===== config.mk =====
export PLATFORM = sky130hd
export DESIGN_NAME = mvm_ram
export DESIGN_NICKNAME = d
export VERILOG_FILES = /design/src/rtl/assert_macros.svh /design/src/rtl/mvm_ram.sv
export SDC_FILE = /design/constraint.sdc
export NUM_CORES = 1
export LEC_CHECK = 0
export BUFFER_PORTS_ARGS = -buffer_cell sky130_fd_sc_hd__buf_2
export CORE_MARGIN = 1.5
export CORE_UTILIZATION = 60
export CTS_BUF_LIST = sky130_fd_sc_hd__clkbuf_4 sky130_fd_sc_hd__clkbuf_8
export DETAILED_ROUTE_END_ITERATION = 8
export GPL_TIMING_DRIVEN = 0
export HOLD_SLACK_MARGIN = 0.06
export PLACE_DENSITY = 0.8
export SLEW_MARGIN = 10
export SYNTH_ARGS = -nofsm -noshare
export SYNTH_HDL_FRONTEND = slang
export SYNTH_SLANG_ARGS = --single-unit
export TNS_END_PERCENT = 10

===== constraint.sdc =====
create_clock -name i_clk -period 6.2 [get_ports i_clk]
set_input_delay 1.24 -clock i_clk [delete_from_list [all_inputs] [get_ports i_clk]]
set_output_delay 1.24 -clock i_clk [all_outputs]
set_load 0.05 [all_outputs]

===== src/rtl/assert_macros.svh =====
// ----------------------------------------------------------------------------
// Assertion macros
// Shared helpers for the concurrent checks at the end of the top RTL module.
// ----------------------------------------------------------------------------
`ifndef ASSERT_MACROS_SVH
`define ASSERT_MACROS_SVH

// A property that must hold at every rising edge once the block is out of reset.
`define MVM_ASSERT(label, clk, rst_n, prop, msg) \
    label: assert property (@(posedge clk) disable iff (!(rst_n)) (prop)) else $error(msg);

// A condition that must never be true once the block is out of reset.
`define MVM_ASSERT_NEVER(label, clk, rst_n, cond, msg) \
    `MVM_ASSERT(label, clk, rst_n, !(cond), msg)

`endif


===== src/rtl/mvm_ram.sv =====
// ----------------------------------------------------------------------------
// Generic simple dual-port RAM
// One write port and one read port with registered read data.
// ----------------------------------------------------------------------------
`timescale 1ns / 1ps

module mvm_ram #(
    parameter int DATA_W = 16,
    parameter int DEPTH  = 64
) (
    input  logic                     i_clk,
    input  logic                     i_we,
    input  logic [$clog2(DEPTH)-1:0] i_waddr,
    input  logic [DATA_W-1:0]        i_wdata,
    input  logic [$clog2(DEPTH)-1:0] i_raddr,
    output logic [DATA_W-1:0]        o_rdata
);

    logic [DATA_W-1:0] r_mem [DEPTH];
    logic [DATA_W-1:0] r_rdata;

    // Write and registered read.
    always_ff @(posedge i_clk) begin
        if (i_we) begin
            r_mem[i_waddr] <= i_wdata;
        end
        r_rdata <= r_mem[i_raddr];
    end

    assign o_rdata = r_rdata;

endmodule


==> key figures <==
Pwr
  • Pwr/cell area: 310 nW/µm²
  • VDD IR max: 0.232 mV
  • Cell leakage power: 14.5 nW

Synthesis
  • Synth top area cells: edfxtp_1, mux4_2, mux2i_1
  • Mux cell area share after synthesis: 15.5%
  • Count of state elements after synthesis: 1040
  • Synth top area share: 76.8%
  • Post-Syn Area: 40000 µm²
  • Post-Synth Simple-Gate Area: 2.65%
  • EDFF count, synth: 1024
  • XOR/XNOR Fraction of Synth Area: 0%
  • Asr flop ratio synth: 0%
  • Synth unique cells: 43
  • Synth Area in Compound Gates: 2.41%
  • Synthesized area per cell: 21.9 µm²
  • Largest family of logic cells by synthesized area: multiplexers
  • Yosys warning count: 0
  • Top_reg_cell synth: edfxtp_1
  • Post-synthesis adder-cell area fraction: 0%
  • Sequential share of the synthesized area: 77.6%
  • Syn nets: 1859
  • Cells after synthesis: 1829
  • Area leader, netlist: edfxtp_1

Die
  • Row cnt: 94
  • Chip height: 261 µm
  • Initial Util: 60.8%
  • Die ar.: 68300 µm²
  • Die Wd: 261 µm
  • IO Count: 46
  • Core Region: 65900 µm²

STA
  • Final Critical Period: 3340 ps
  • Final setup viols: 0
  • Final Skew: 30.0 ps
  • Max_slew headroom: 12.1%
  • Fmax: 300 MHz
  • Final setup TNS: 0 ps
  • Final Max Tran Viols: 0
  • Worst Max-Slew Pin Slew: 1320 ps
  • Worst hold slack: 877 ps
  • RSZ-0062 raised after global routing: no
  • Crit share post-route: 53.8%
  • Final WS setup: 2860 ps
  • Fin. Hold Viols: 0

Routing
  • Drt via density: 6.70
  • Post-Route WL: 98.7 mm
  • DRC: 0
  • DR WL/cell: 32.0 µm
  • First-pass DRT Iterations: 6
  • Post-DRT Antenna Nets: 0
  • Via count: 20700
  • Starting DRT DRC Count: 3150

Worst hold path
  • Hold Startpoint: i_wdata[14]
  • Hold Crit Class: input pin to flop

Critical path
  • Crit path required time: 6830 ps
  • Crit Path Category: input pin to flop
  • Worst r2r src: r_mem[22][1]
  • Crit. End Element: flop
  • Worst path arrival time: 3960 ps
  • Critical path origin: i_raddr[2]
  • Max FO, Critical Path: 10
  • Startpoint Class: input pin

Clock network
  • CTS HTree Levels: 4
  • CTS Buf Count: 155
  • CTS tree: done
  • Post-cts resize count: 0
  • Worst skew pair latency: 820 ps
  • CTS clk-pin slew, worst paths: 60 ps
  • Cts hold-fix bufs: 0
  • Num Clock Sinks: 1040
  • Post-CTS Setup Inserts: 0
  • Clock root cell: clkbuf_8
  • Max clock buf depth: 3

Place
  • Routability congestion estimate: 0.885
  • Final HPWL from detailed placement: 63.0 mm
  • Post-place setup slack: 2190 ps
  • Port-buffer cells: 38

GRT
  • First-pass GRT wire length: 140 mm
  • Gr usage total: 29.8%
  • Vias in the first global route: 20600
  • Largest net degree at the start of global routing: 65
  • Initial antenna violation count: 8
  • GR Overflow Total: 0

Flow run
  • Max-Cap Viols: 0

Final layout
  • Area Overhead vs Synth: 13.4%
  • Nets: 2114
  • Layout cells sized above 1: 33.5%

Run status
  • Status: completed
## power by group
part	total (mW)	switching [mW]	internal [mW]
Clock	5.44	2.55	2.89
Combinational	0.831	0.555	0.276
Sequential	7.80	0.0155	7.79
Total	14.1	3.12	11.0
## synthesized netlist by cell type, types with 12 or more instances
cell / count
a21oi_1: 17
a221oi_1: 16
a22oi_1: 39
buf_2: 36
buf_4: 13
buf_6: 17
clkbuf_1: 24
dfxtp_1: 16
edfxtp_1: 1024
mux2_2: 27
mux2i_1: 85
mux4_2: 220
nand2_1: 59
nand3_1: 24
nand4_1: 12
nor2_1: 72
nor2b_1: 30
## per-layer routing
layer | global-route usage (%) | up-vias | share of wire (%)
met5 | 0 | - | 0.042
met4 | 14.9 | 6 | 5.0
li1 | - | 8241 | -
met2 | 46.1 | 1536 | 47
met3 | 7.82 | 267 | 12
met1 | 40.0 | 10600 | 36
## cell families (layout without fill, tap and decap cells)
group           count (synthesis)  count (layout)
compound gates                129             129
buf+inv                       104             486
flops                        1040            1040
mux                           336             336
other cells                     0               6
simple gates                  220             220
## through the flow
step                      instance area (µm²)  total power [mW]  utilization [%]  std cells
after floorplan                         40000              8.40                -       1829
after global placement                  41300              8.72             62.7       2731
after detailed placement                42300              8.76             64.2       2788
after CTS                               45300              14.1             68.8       3072
after global routing                    45400              14.4             68.9       3076
final                                   45400              14.1             69.0       3081
## cell type report
cell class	instances	area (µm²)
Clock buffer	226	2750
Sequential cell	1040	31100
Clock inverter	58	293
Fill cell	3836	20400
Multi-Input combinational cell	685	8400
Buffer	104	733
Timing Repair Buffer	98	1060
Tap cell	864	1080
Antenna cell	6	15.0
## cells in the final DEF (no fill, tap or decap), types with 6 or more instances in the layout
cell type,Yosys,final
nor2_1,72,10
clkinvlp_4,0,6
clkinv_2,0,13
mux2_2,27,27
clkbuf_8,0,169
a211oi_1,8,8
nor2_2,2,64
nand4_1,12,12
clkbuf_4,1,58
a211o_1,8,8
buf_6,17,30
diode_2,0,6
nand2_1,59,59
a22oi_1,39,39
buf_8,3,45
edfxtp_1,1024,1024
a311oi_1,8,8
buf_12,5,8
a221oi_1,16,16
mux4_2,220,220
nor2b_1,30,30
buf_4,13,24
buf_2,36,65
a22o_1,6,6
nand3_1,24,24
dfxtp_1,16,16
a221o_1,6,6
clkinv_1,0,36
a21oi_1,17,17
a31oi_1,8,8
clkbuf_1,24,24
mux2i_1,85,85
## state kept, by name (all words and copies together), names as in the netlist
| register | cells |
|---|---|
| o_rdata | 16 |
| r_mem | 1024 |
## worst paths after layout
kind,end,slack [ps],cells after the start
max,o_rdata[4],2860,8
min,r_mem[28][14],880,1
max reg2reg,o_rdata[1],3760,5
min reg2reg,o_rdata[12],910,4
## worst max-delay path, stage by stage
cell	delay, ps
buf_2	240
buf_2	370
buf_2	420
buf_2	380
mux2i_1	350
nand3_1	140
a31oi_1	590
a311oi_1	200
(Power assumes the default switching activity.)
